File: src/rtl/core/assert_macros.svh
// Assertion helpers shared by the RTL.
// Every check is sampled on clk and held off while rst is high.
`ifndef ASSERT_MACROS_SVH
`define ASSERT_MACROS_SVH

// Check a condition at every clock edge.
`define ASSERT_ALWAYS(lbl, cond, msg) \
  lbl: assert property (@(posedge clk) disable iff (rst) (cond)) else $error(msg);

// Check that a trigger is followed in the next cycle by a condition.
`define ASSERT_NEXT(lbl, trig, cond, msg) \
  lbl: assert property (@(posedge clk) disable iff (rst) (trig) |=> (cond)) else $error(msg);

`endif

File: src/rtl/core/pso_pkg.sv
`timescale 1ns / 1ps
// ----------------------------------------------------------------------------
// pso_pkg: shared constants and helpers for the polyline stroke offsetter
// Field widths, arithmetic widths of the shared unit and coordinate clamping.
// ----------------------------------------------------------------------------
package pso_pkg;

  // Field widths
  localparam int COORD_W   = 16;  // Q12.4 coordinate
  localparam int FRAC_BITS = 4;   // fraction bits of a coordinate
  localparam int THICK_W   = 8;   // fixed thickness, whole pixels
  localparam int WIDTH_W   = THICK_W + FRAC_BITS;  // half-width, 12 bits

  // Configuration register indexes
  localparam logic REG_WIDTH_MODE  = 1'b0;
  localparam logic REG_FIXED_THICK = 1'b1;
  localparam logic [THICK_W-1:0] FIXED_THICK_RESET = 8'd1;

  // Vertex counter saturates here
  localparam logic [1:0] SEEN_MAX = 2'd2;

  // Arithmetic widths
  localparam int DIFF_W  = COORD_W + 1;        // direction component
  localparam int MAG_W   = COORD_W;            // |direction component|
  localparam int L2_W    = 2 * MAG_W + 1;      // dx^2 + dy^2
  localparam int OP_W    = WIDTH_W + MAG_W;    // multiplier operand (w*a)
  localparam int PROD_W  = 2 * OP_W;           // multiplier result
  localparam int QUO_W   = 2 * WIDTH_W + 2;    // floor(4 w^2 a^2 / L2) < 2^26
  localparam int ROOT_W  = QUO_W / 2;          // isqrt of the quotient
  localparam int SQREM_W = ROOT_W + 2;         // square root remainder
  localparam int SUM_W   = COORD_W + 2;        // center +/- offset
  localparam int DIV_STEPS  = QUO_W;
  localparam int SQRT_STEPS = ROOT_W;
  localparam int CNT_W   = $clog2(DIV_STEPS);

  // Clamp a widened coordinate sum to the signed coordinate range
  function automatic logic [COORD_W-1:0] sat_coord(input logic [SUM_W-1:0] v);
    logic [COORD_W-1:0] r;
    if ((&v[SUM_W-1:COORD_W-1]) || !(|v[SUM_W-1:COORD_W-1])) begin
      r = v[COORD_W-1:0];
    end else if (v[SUM_W-1]) begin
      r = {1'b1, {(COORD_W-1){1'b0}}};
    end else begin
      r = {1'b0, {(COORD_W-1){1'b1}}};
    end
    return r;
  endfunction

endpackage

File: src/rtl/core/polyline_stroke_offsetter.sv
`timescale 1ns / 1ps
// ----------------------------------------------------------------------------
// polyline_stroke_offsetter: polyline vertices to triangle strip points
// Offsets each vertex along the unit normal of its neighbor difference.
// ----------------------------------------------------------------------------
// Usage:
//   Vertices enter on the in_valid/in_ready channel, one transfer each; strip
//   points leave on out_valid/out_ready, two per center vertex (side 0 is
//   center plus offset, side 1 center minus offset). Output lags one vertex:
//   the first vertex of a polyline gives nothing unless flagged last_vertex,
//   later ones give the pair of the held vertex, and a vertex flagged
//   last_vertex also flushes its own pair, the final point carrying strip_end.
//   The block takes one vertex at a time; in_ready is low until all its points
//   are transferred. A pair with a nonzero direction takes two components,
//   each a w*a and a squaring pass on the multiplier, a restoring divide and
//   a square root on the shared unit; a pair with a zero direction skips
//   these passes. An output stall holds the block as well.
//   When the receiver stalls, the current point holds on the output ports.
//   Reset clears the vertex history, width_mode to 0 and fixed_thickness to 1.
//   Write configuration through cfg_write only while the block is idle.
// ----------------------------------------------------------------------------
`include "assert_macros.svh"

module polyline_stroke_offsetter (
  input  logic                                 clk,
  input  logic                                 rst,
  // configuration
  input  logic                                 cfg_write,
  input  logic                                 cfg_index,
  input  logic [pso_pkg::THICK_W-1:0]          cfg_data,
  // vertex input
  input  logic                                 in_valid,
  output logic                                 in_ready,
  input  logic signed [pso_pkg::COORD_W-1:0]   vertex_x,
  input  logic signed [pso_pkg::COORD_W-1:0]   vertex_y,
  input  logic [pso_pkg::WIDTH_W-1:0]          vertex_width,
  input  logic                                 last_vertex,
  // strip output
  output logic                                 out_valid,
  input  logic                                 out_ready,
  output logic signed [pso_pkg::COORD_W-1:0]   out_x,
  output logic signed [pso_pkg::COORD_W-1:0]   out_y,
  output logic [pso_pkg::WIDTH_W-1:0]          out_z,
  output logic                                 side,
  output logic                                 strip_end
);

  typedef enum logic [3:0] {
    S_IDLE, S_SQX, S_SQY, S_SUM, S_WA, S_NSQ, S_DLD,
    S_DIV, S_SQRT, S_ROUND, S_LOAD, S_OUT
  } state_t;

  state_t state;

  // configuration
  logic                           width_mode;
  logic [pso_pkg::THICK_W-1:0]    fixed_thickness;

  // vertex history
  logic [pso_pkg::COORD_W-1:0]    earlier_x, earlier_y;
  logic [pso_pkg::COORD_W-1:0]    held_x, held_y;
  logic [pso_pkg::WIDTH_W-1:0]    held_width;
  logic [1:0]                     vertices_seen;

  // pair in work
  logic [pso_pkg::COORD_W-1:0]    cur_x, cur_y;
  logic [pso_pkg::WIDTH_W-1:0]    cur_z;
  logic [pso_pkg::DIFF_W-1:0]     cur_dx, cur_dy;
  logic                           cur_end;

  // flush pair queued behind it
  logic                           have_b;
  logic [pso_pkg::COORD_W-1:0]    nb_x, nb_y;
  logic [pso_pkg::WIDTH_W-1:0]    nb_z;
  logic [pso_pkg::DIFF_W-1:0]     nb_dx, nb_dy;

  // shared unit registers
  logic                           comp;     // 0: x offset, 1: y offset
  logic [pso_pkg::PROD_W-1:0]     prod;
  logic [pso_pkg::L2_W-1:0]       l2;
  logic [pso_pkg::L2_W-1:0]       rem;
  logic [pso_pkg::QUO_W-1:0]      dvd;
  logic [pso_pkg::SQREM_W-1:0]    sq_rem;
  logic [pso_pkg::ROOT_W-1:0]     root;
  logic [pso_pkg::CNT_W-1:0]      cnt;
  logic [pso_pkg::WIDTH_W-1:0]    mag_x, mag_y;

  // combinational datapath
  logic [pso_pkg::DIFF_W-1:0]     dx_neg, dy_neg;
  logic [pso_pkg::MAG_W-1:0]      ax, ay, a_sel;
  logic [pso_pkg::WIDTH_W-1:0]    w_eff;
  logic [pso_pkg::OP_W-1:0]       mul_a, mul_b;
  logic [pso_pkg::PROD_W-1:0]     mul_out;
  logic [pso_pkg::L2_W:0]         div_t, div_diff;
  logic                           div_ge;
  logic [pso_pkg::SQREM_W+1:0]    sq_raw, sq_trial, sq_diff;
  logic                           sq_ge;
  logic [pso_pkg::ROOT_W:0]       root_sum;
  logic                           dy_pos;
  logic [pso_pkg::SUM_W-1:0]      off_x, off_y, cx_ext, cy_ext;
  logic [pso_pkg::DIFF_W-1:0]     in_dx_e, in_dy_e, in_dx_h, in_dy_h;

  // Direction magnitudes and effective half-width
  always_comb begin
    dx_neg = -cur_dx;
    dy_neg = -cur_dy;
    ax = cur_dx[pso_pkg::DIFF_W-1] ? dx_neg[pso_pkg::MAG_W-1:0] : cur_dx[pso_pkg::MAG_W-1:0];
    ay = cur_dy[pso_pkg::DIFF_W-1] ? dy_neg[pso_pkg::MAG_W-1:0] : cur_dy[pso_pkg::MAG_W-1:0];
    a_sel = comp ? ax : ay;
    w_eff = width_mode ? {fixed_thickness, {pso_pkg::FRAC_BITS{1'b0}}} : cur_z;
  end

  // Shared multiplier, operands picked by the sequencer
  always_comb begin
    case (state)
      S_SQX: begin
        mul_a = pso_pkg::OP_W'(ax);
        mul_b = pso_pkg::OP_W'(ax);
      end
      S_SQY: begin
        mul_a = pso_pkg::OP_W'(ay);
        mul_b = pso_pkg::OP_W'(ay);
      end
      S_WA: begin
        mul_a = pso_pkg::OP_W'(w_eff);
        mul_b = pso_pkg::OP_W'(a_sel);
      end
      S_NSQ: begin
        mul_a = prod[pso_pkg::OP_W-1:0];
        mul_b = prod[pso_pkg::OP_W-1:0];
      end
      default: begin
        mul_a = '0;
        mul_b = '0;
      end
    endcase
    mul_out = mul_a * mul_b;
  end

  // Restoring divide step and square root step
  always_comb begin
    div_t    = {rem, dvd[pso_pkg::QUO_W-1]};
    div_diff = div_t - {1'b0, l2};
    div_ge   = (div_t >= {1'b0, l2});
    sq_raw   = {sq_rem, dvd[pso_pkg::QUO_W-1 -: 2]};
    sq_trial = {2'b00, root, 2'b01};
    sq_diff  = sq_raw - sq_trial;
    sq_ge    = (sq_raw >= sq_trial);
    root_sum = {1'b0, root} + {{pso_pkg::ROOT_W{1'b0}}, 1'b1};
  end

  // Signed offsets and widened centers
  always_comb begin
    dy_pos = !cur_dy[pso_pkg::DIFF_W-1] && (cur_dy != '0);
    off_x  = {{(pso_pkg::SUM_W-pso_pkg::WIDTH_W){1'b0}}, mag_x};
    off_y  = {{(pso_pkg::SUM_W-pso_pkg::WIDTH_W){1'b0}}, mag_y};
    if (dy_pos) begin
      off_x = -off_x;
    end
    if (cur_dx[pso_pkg::DIFF_W-1]) begin
      off_y = -off_y;
    end
    cx_ext = {{2{cur_x[pso_pkg::COORD_W-1]}}, cur_x};
    cy_ext = {{2{cur_y[pso_pkg::COORD_W-1]}}, cur_y};
  end

  // Direction differences at the input
  always_comb begin
    in_dx_e = {vertex_x[pso_pkg::COORD_W-1], vertex_x} - {earlier_x[pso_pkg::COORD_W-1], earlier_x};
    in_dy_e = {vertex_y[pso_pkg::COORD_W-1], vertex_y} - {earlier_y[pso_pkg::COORD_W-1], earlier_y};
    in_dx_h = {vertex_x[pso_pkg::COORD_W-1], vertex_x} - {held_x[pso_pkg::COORD_W-1], held_x};
    in_dy_h = {vertex_y[pso_pkg::COORD_W-1], vertex_y} - {held_y[pso_pkg::COORD_W-1], held_y};
  end

  assign in_ready = (state == S_IDLE);

  // Sequencer, history and output registers
  always_ff @(posedge clk) begin
    prod <= mul_out;
    if (rst) begin
      state           <= S_IDLE;
      width_mode      <= 1'b0;
      fixed_thickness <= pso_pkg::FIXED_THICK_RESET;
      earlier_x       <= '0;
      earlier_y       <= '0;
      held_x          <= '0;
      held_y          <= '0;
      held_width      <= '0;
      vertices_seen   <= '0;
      have_b          <= 1'b0;
      comp            <= 1'b0;
      out_valid       <= 1'b0;
    end else begin
      // configuration writes
      if (cfg_write) begin
        case (cfg_index)
          pso_pkg::REG_WIDTH_MODE:  width_mode <= cfg_data[0];
          pso_pkg::REG_FIXED_THICK: fixed_thickness <= cfg_data;
          default: ;
        endcase
      end

      case (state)
        S_IDLE: begin
          if (in_valid) begin
            comp <= 1'b0;
            if (vertices_seen == '0) begin
              if (last_vertex) begin
                // lone vertex: zero direction, ends the strip
                cur_x   <= vertex_x;
                cur_y   <= vertex_y;
                cur_z   <= vertex_width;
                cur_dx  <= '0;
                cur_dy  <= '0;
                cur_end <= 1'b1;
                have_b  <= 1'b0;
                state   <= S_SQX;
              end else begin
                earlier_x     <= vertex_x;
                earlier_y     <= vertex_y;
                held_x        <= vertex_x;
                held_y        <= vertex_y;
                held_width    <= vertex_width;
                vertices_seen <= 2'd1;
              end
            end else begin
              // emit the held vertex
              cur_x   <= held_x;
              cur_y   <= held_y;
              cur_z   <= held_width;
              cur_dx  <= in_dx_e;
              cur_dy  <= in_dy_e;
              cur_end <= 1'b0;
              state   <= S_SQX;
              if (last_vertex) begin
                // queue the flush pair and restart the history
                have_b        <= 1'b1;
                nb_x          <= vertex_x;
                nb_y          <= vertex_y;
                nb_z          <= vertex_width;
                nb_dx         <= in_dx_h;
                nb_dy         <= in_dy_h;
                earlier_x     <= '0;
                earlier_y     <= '0;
                held_x        <= '0;
                held_y        <= '0;
                held_width    <= '0;
                vertices_seen <= '0;
              end else begin
                have_b     <= 1'b0;
                earlier_x  <= held_x;
                earlier_y  <= held_y;
                held_x     <= vertex_x;
                held_y     <= vertex_y;
                held_width <= vertex_width;
                if (vertices_seen != pso_pkg::SEEN_MAX) begin
                  vertices_seen <= vertices_seen + 2'd1;
                end
              end
            end
          end
        end

        // squared length of the direction
        S_SQX: state <= S_SQY;
        S_SQY: begin
          l2    <= pso_pkg::L2_W'(prod);
          state <= S_SUM;
        end
        S_SUM: begin
          l2    <= l2 + pso_pkg::L2_W'(prod);
          state <= S_WA;
        end

        // w * a, or the fixed (0, w) offset for a zero direction
        S_WA: begin
          if (l2 == '0) begin
            mag_x <= '0;
            mag_y <= w_eff;
            state <= S_LOAD;
          end else begin
            state <= S_NSQ;
          end
        end
        S_NSQ: state <= S_DLD;

        // load 4 (w a)^2; the top part is already below L2
        S_DLD: begin
          rem   <= {1'b0, prod[pso_pkg::PROD_W-1 -: pso_pkg::L2_W-1]};
          dvd   <= {prod[pso_pkg::QUO_W-3:0], 2'b00};
          cnt   <= '0;
          state <= S_DIV;
        end

        // one quotient bit per cycle
        S_DIV: begin
          rem <= div_ge ? div_diff[pso_pkg::L2_W-1:0] : div_t[pso_pkg::L2_W-1:0];
          dvd <= {dvd[pso_pkg::QUO_W-2:0], div_ge};
          if (cnt == pso_pkg::CNT_W'(pso_pkg::DIV_STEPS - 1)) begin
            cnt    <= '0;
            sq_rem <= '0;
            root   <= '0;
            state  <= S_SQRT;
          end else begin
            cnt <= cnt + pso_pkg::CNT_W'(1);
          end
        end

        // one root bit per cycle
        S_SQRT: begin
          sq_rem <= sq_ge ? sq_diff[pso_pkg::SQREM_W-1:0] : sq_raw[pso_pkg::SQREM_W-1:0];
          root   <= {root[pso_pkg::ROOT_W-2:0], sq_ge};
          dvd    <= {dvd[pso_pkg::QUO_W-3:0], 2'b00};
          cnt    <= cnt + pso_pkg::CNT_W'(1);
          if (cnt == pso_pkg::CNT_W'(pso_pkg::SQRT_STEPS - 1)) begin
            state <= S_ROUND;
          end
        end

        // largest odd t <= root gives the rounded magnitude (t + 1) / 2
        S_ROUND: begin
          if (comp) begin
            mag_y <= root_sum[pso_pkg::WIDTH_W:1];
            state <= S_LOAD;
          end else begin
            mag_x <= root_sum[pso_pkg::WIDTH_W:1];
            comp  <= 1'b1;
            state <= S_WA;
          end
        end

        // present side 0
        S_LOAD: begin
          out_x     <= pso_pkg::sat_coord(cx_ext + off_x);
          out_y     <= pso_pkg::sat_coord(cy_ext + off_y);
          out_z     <= cur_z;
          side      <= 1'b0;
          strip_end <= 1'b0;
          out_valid <= 1'b1;
          state     <= S_OUT;
        end

        // hold each point until transferred
        S_OUT: begin
          if (out_ready) begin
            if (!side) begin
              out_x     <= pso_pkg::sat_coord(cx_ext - off_x);
              out_y     <= pso_pkg::sat_coord(cy_ext - off_y);
              side      <= 1'b1;
              strip_end <= cur_end;
            end else begin
              out_valid <= 1'b0;
              comp      <= 1'b0;
              if (have_b) begin
                cur_x   <= nb_x;
                cur_y   <= nb_y;
                cur_z   <= nb_z;
                cur_dx  <= nb_dx;
                cur_dy  <= nb_dy;
                cur_end <= 1'b1;
                have_b  <= 1'b0;
                state   <= S_SQX;
              end else begin
                state <= S_IDLE;
              end
            end
          end
        end

        default: state <= S_IDLE;
      endcase
    end
  end

  // Checks
  `ASSERT_ALWAYS(a_busy_excl, !(in_ready && out_valid), "input taken while a point is pending")
  `ASSERT_ALWAYS(a_end_side1, !(out_valid && strip_end && !side), "strip end on a side 0 point")
  `ASSERT_NEXT(a_pair_order, out_valid && out_ready && !side, out_valid && side, "side 1 point missing")
  `ASSERT_NEXT(a_restart, in_valid && in_ready && last_vertex, vertices_seen == '0, "history kept after last vertex")

endmodule

File: config.mk
export PLATFORM = sky130hd
export DESIGN_NAME = polyline_stroke_offsetter
export DESIGN_NICKNAME = d
export VERILOG_FILES = /design/src/rtl/core/pso_pkg.sv /design/src/rtl/core/polyline_stroke_offsetter.sv
export VERILOG_INCLUDE_DIRS = /design/src /design/src/rtl/core
export SDC_FILE = /design/constraint.sdc
export NUM_CORES = 2
export LEC_CHECK = 0
export ABC_AREA = 1
export BUFFER_PORTS_ARGS = -buffer_cell sky130_fd_sc_hd__buf_2
export CAP_MARGIN = 0
export CORE_MARGIN = 5
export CORE_UTILIZATION = 45
export DETAILED_ROUTE_END_ITERATION = 7
export PLACE_DENSITY = 0.62
export SYNTH_ARGS = -nofsm -noshare
export SYNTH_HDL_FRONTEND = slang
export SYNTH_SLANG_ARGS = --single-unit
File: constraint.sdc
create_clock -name clk -period 15.1 [get_ports clk]
set_input_delay 0 -clock clk [delete_from_list [all_inputs] [get_ports clk]]
set_output_delay 0 -clock clk [all_outputs]
set_load 0.1 [all_outputs]
After elaboration in Yosys (flattened, before gate mapping)
Index checks and enable logic that the tools add are counted.
{"block": "op_classes", "shift": 0, "eq_ne": 26, "muxes": 123, "n_addsub": 18, "bitwise": 3, "order_cmp": 2, "reduce_logical": 50, "n_div": 0, "mul": 1}
{"op": "16-bit two-way mux", "count": 37}
{"op": "28-bit case mux with 4 select lines", "count": 2}
{"op": "17-bit two-way mux", "count": 11}
{"op": "12-bit two-way mux", "count": 14}
{"op": "33-bit case mux with 2 select lines", "count": 2}
{"op": "16-bit case mux with 2 select lines", "count": 4}
{"op": "26-bit case mux with 3 select lines", "count": 1}
{"op": "12-bit case mux with 2 select lines", "count": 3}
{"op": "17-bit case mux with 2 select lines", "count": 2}
{"op": "16-bit by 16-bit subtractor with 17-bit output", "count": 4}
{"op": "28-bit by 28-bit multiplier with 56-bit output", "count": 1}
{"op": "4-bit case mux with 12 select lines", "count": 1}
{"op": "18-bit adder", "count": 2}
{"op": "18-bit two-way mux", "count": 2}
{"op": "4-bit two-way mux", "count": 9}
{"op": "12-bit negator with 18-bit output", "count": 2}
{"op": "18-bit subtractor", "count": 2}
{"op": "34-bit by 33-bit greater-or-equal comparator with 1-bit output", "count": 1}
{"op": "33-bit adder", "count": 1}
{"op": "33-bit zero test", "count": 1}
{"op": "33-bit two-way mux", "count": 1}
{"op": "33-bit subtractor", "count": 1}
{"op": "16-bit negator", "count": 2}
{"op": "15-bit two-way mux", "count": 2}
{"op": "other kinds (38)", "count": 115}
{"block": "totals", "elab_cells": 260, "mem_bits_rw": 0, "mem_bits_ro": 0, "memories": 0, "output_inout_bits": 48, "input_bits": 59, "latch_bits": 0, "reg_bits": 502}

Logic depth before layout (Yosys ltp)
{"block": "logic_depth", "ltp_word": 11, "depth_mapped": 40}

Least setup slack after synthesis
No wires, ideal clock.
{"block": "synth_path", "path_kind": "register -> register", "startpoint": "register state[3]", "endpoint": "register cur_dx[0] (netlist name), enable pin", "setup_slack_ns": 0.360, "period_less_slack_ns": 14.740, "path_stages_with_launch": 6, "setup_time_ns": 0.937, "arrival_time_ns": 13.804, "cell_sequence": "dfxtp_1 nor2_1 inv_2 nor2_2 inv_2 a2111oi_0"}
{"block": "synth_via", "elab_chain_cells": 3, "word_cells_on_any_way": 9, "cone_classes": "eq/ne (6); reduce/logical (3)"}
{"item": "from (decl)", "line_no": "polyline_stroke_offsetter.sv:53", "source": "state_t state;"}
{"item": "from (signal assigned)", "line_no": "polyline_stroke_offsetter.sv:181", "source": "state <= S_IDLE;"}
{"item": "from (signal assigned)", "line_no": "polyline_stroke_offsetter.sv:217", "source": "state <= S_SQX;"}
{"item": "from (signal assigned)", "line_no": "polyline_stroke_offsetter.sv:234", "source": "state <= S_SQX;"}
{"item": "4-bit zero test *"}
{"item": "net in_ready", "line_no": "polyline_stroke_offsetter.sv:33", "source": "output logic in_ready,"}
{"item": "3-bit != test (no source line) (tied with other cells)"}
{"item": "7-bit AND reduction (no source line) *"}
{"item": "to (signal assigned)", "line_no": "polyline_stroke_offsetter.sv:231", "source": "cur_dx <= in_dx_e;"}
{"item": "to (signal assigned)", "line_no": "polyline_stroke_offsetter.sv:358", "source": "cur_dx <= nb_dx;"}
{"item": "to (decl)", "line_no": "polyline_stroke_offsetter.sv:68", "source": "logic [pso_pkg::DIFF_W-1:0] cur_dx, cur_dy;"}
The timed path passes the listed nets; every way through them passes the cells marked *.
A chain may end at the register's enable or synchronous reset.

Final worst setup path
{"block": "layout_path", "startpoint": "register cur_dx[16] (netlist name)", "endpoint": "register prod[47] (netlist name)"}
{"block": "layout_via", "elab_chain_cells": 4, "word_cells_on_any_way": 5, "cone_classes": "mul (1); mux (4)"}
{"item": "16-bit two-way mux *", "line_no": "polyline_stroke_offsetter.sv:107", "source": "ax = cur_dx[pso_pkg::DIFF_W-1] ? dx_neg[pso_pkg::MAG_W-1:0] : cur_dx[pso_pkg::MAG_W-1:0];"}
{"item": "16-bit two-way mux", "line_no": "polyline_stroke_offsetter.sv:109", "source": "a_sel = comp ? ax : ay;"}
{"item": "28-bit case mux with 4 select lines", "line_no": "polyline_stroke_offsetter.sv:115", "source": "case (state)"}
{"item": "28-bit by 28-bit multiplier with 56-bit output *", "line_no": "polyline_stroke_offsetter.sv:137", "source": "mul_out = mul_a * mul_b;"}
{"item": "net mul_out (one bit)", "line_no": "polyline_stroke_offsetter.sv:93", "source": "logic [pso_pkg::PROD_W-1:0] mul_out;"}
{"item": "to (signal assigned)", "line_no": "polyline_stroke_offsetter.sv:179", "source": "prod <= mul_out;"}
{"item": "to (decl)", "line_no": "polyline_stroke_offsetter.sv:79", "source": "logic [pso_pkg::PROD_W-1:0] prod;"}
Marked as above.

==> impl_metrics.json <==
{
  "status": "finished, final reports clean",
  "first_pass_iters": 7,
  "die_area_um2": 140000,
  "drive_gt1_frac": 0.0518,
  "max_freq_mhz": 109,
  "holdPathStages": 2,
  "synthTopCellsByCount": "1944 x nand2_1, 1653 x inv_1, 686 x nor2_1",
  "worstSetupEndpointType": "register",
  "drv_cap": 0,
  "path_class": "reg2reg",
  "insertion_delay_ns": 0.71,
  "start_util": 0.454,
  "ant_nets": 0,
  "yosysMostFrequentCell": "nand2_1",
  "yosys_register_bits": 502,
  "drt-total-wl_um": 191000,
  "yosys-top-cells-area": "fa_1 22%, edfxtp_1 18%, nand2_1 12%",
  "cp.required_ns": 15.64,
  "dp_slack_ns": 6.17,
  "core_area_um2": 132000,
  "leakage_nw": 32.5,
  "fin_skew_ns": 0.0712,
  "rsz0062_at_grt": "false",
  "finalInstanceArea_um2": 64600,
  "boundaryPins": 107,
  "clk_path_buf_depth": 3,
  "hpwl_um": 150000,
  "cts_setup_buffers": 0,
  "critPathLaunchType": "register",
  "ys.flop_type": "edfxtp_1",
  "grt_pass1_wl_um": 296000,
  "syn_inst": 7796,
  "fillers": 12900,
  "synth_top_area_frac": 0.222,
  "drt-met1-wl_um": 85100,
  "reg2reg_depth": 29,
  "htree_levels": 2,
  "cts_buffers": 60,
  "seq_area_um2": 13600,
  "cp_slowest_cell": "edfxtp_1",
  "multi_input_area_um2": 38800,
  "ys_seq_area_frac": 0.227,
  "io_buffers": 106,
  "dr_wl_met3_um": 16700,
  "area_delta_synth_final_pct": 8.20,
  "cts-root-buf": "clkbuf_16",
  "wl_per_cell_um": 19.7,
  "antenna_found_initial": 9,
  "globalRouteOverflowTotal": 0,
  "vias": 51200,
  "maxSlewViolCount": 0,
  "critPathArrivalTime_ns": 9.72,
  "worstMarginPinSlew_ns": 1.19,
  "cts.sinks": 502,
  "cts_tree": "done",
  "min_period_ns": 9.19,
  "ir_drop_v": 0.000121,
  "max_stage_delay_ns": 0.96,
  "ys.warnings.count": 0,
  "place.gp.congestion": 0.994,
  "viasPerCell": 5.30,
  "cp_max_fo": 26,
  "placed_cell_area_um2": 61800,
  "setup_tns_ns": 0,
  "synth-async-reset-ratio": 0,
  "final_nets": 9006,
  "ctsResizeCount": 0,
  "path_clk_slew_ns": 0.06,
  "die_w_um": 374,
  "maxSlewHeadroom": 0.201,
  "drt_iter0_drc": 4728,
  "cellPowerDensity_nw_per_um2": 154,
  "syn_area_um2": 59700,
  "rows": 133,
  "grt_pass1_vias": 50800,
  "fin_crit_sh": 0.608,
  "drc": 0,
  "finalWorstSetupSlack_ns": 5.91,
  "ys_types": 63,
  "avgSynthCellArea_um2": 7.66,
  "yosysTopAreaCell": "fa_1",
  "hold_viol": 0,
  "syn_nets": 8945,
  "top_layer": "met5",
  "grt_max_degree": 90,
  "setup_viol": 0,
  "grtUsageTotal": 0.269,
  "route.met2.wl_um": 84300,
  "synth-edff-count": 352,
  "hp-class": "in2reg",
  "die_y_um": 374
}
-- critical path, delay by kind of cell, from the launching register on --
family                   cells  cell delay, ns
XOR/XNOR                     2            0.39
AND/OR/NAND/NOR              6            1.05
buffers and inverters        9            1.57
flip-flops                   1            0.96
adder cells (fa/ha/maj)      8            3.87
AO/OA/AOI/OAI                4            1.14
-- timing repair --
item,CTS,global route
hold buffers,65,0
hold endpoints to repair,215,0
endpoints found under the setup margin,0,0
-- cell families after synthesis --
family | after synthesis | synth area share
XOR/XNOR | 218 | 0.0320
AO/OA/AOI/OAI | 896 | 0.0846
AND/OR/NAND/NOR | 3166 | 0.218
multiplexers | 5 | 0.000838
buffers and inverters | 1919 | 0.125
flip-flops | 502 | 0.227
adder cells (fa/ha/maj) | 1090 | 0.312
-- power breakdown --
| part | internal, mW | switching, mW |
|---|---|---|
| combinational | 1.97 | 4.39 |
| sequential | 1.81 | 0.240 |
| clock | 0.887 | 0.660 |
| total | 4.66 | 5.29 |
-- sequential cells by signal, summed over array words and instances, names as in the netlist, 17 cells and up --
signal,flops
nb_dx,17
l2,33
dvd,26
cur_dx,17
rem,33
nb_dy,17
cur_dy,17
prod,56
-- final timing paths --
path	from	endpoint	slack, ns
max reg2reg	cur_dx[16]$_DFFE_PP_	prod[47]$_DFF_P_	5.91
max	cur_dx[16]$_DFFE_PP_	prod[47]$_DFF_P_	5.91
min	vertex_width[0]	nb_z[0]$_DFFE_PP_	0.03
min reg2reg	earlier_y[8]$_SDFFE_PP0P_	earlier_y[8]$_SDFFE_PP0P_	0.46
-- through the flow --
| step | hold WS (ns) | power (mW) | std cells | util |
|---|---|---|---|---|
| floorplan | 0.0989 | 6.40 | 7796 | - |
| global placement | 0.207 | 8.23 | 9485 | 0.470 |
| detailed placement | 0.207 | 8.28 | 9485 | 0.470 |
| CTS | 0.00115 | 9.88 | 9664 | 0.491 |
| global route | 0.0351 | 10.8 | 9666 | 0.491 |
| finish | 0.0334 | 9.95 | 9667 | 0.491 |
-- cell type report --
type	count	area share
well taps	1755	0.0340
inverters	1694	0.0985
diodes	3	0.000116
clock inverters	38	0.00678
clock buffers	76	0.0261
repair buffers	224	0.0244
multi-input cells	5375	0.600
flip-flops and latches	502	0.210
-- layer usage --
layer | GRT usage | up-vias
met5 | 0 | -
met4 | 0.0622 | 4
met3 | 0.0537 | 272
met2 | 0.422 | 1947
met1 | 0.385 | 24800
li1 | - | 24200
-- layout by cell type, fill, tap and decap left out, types with 12 or more instances in the layout --
cell / instances
dfxtp_1: 150
xnor2_1: 76
nor3_1: 50
nand4_1: 38
nand3_1: 288
clkinv_2: 12
a21oi_1: 389
a311oi_1: 14
buf_2: 106
edfxtp_1: 352
o21bai_1: 29
o21ai_0: 273
inv_1: 1651
nor2_2: 25
ha_1: 428
dlygate4sd3_1: 65
xor2_1: 142
buf_4: 53
nor2_1: 679
inv_2: 38
o221ai_1: 24
fa_1: 661
nand2_1: 1944
nor2_4: 14
a31oi_1: 61
a21o_1: 27
clkbuf_16: 63
nand2_2: 19
nand3b_1: 58
No activity file was read; power rests on OpenSTA's default activity.
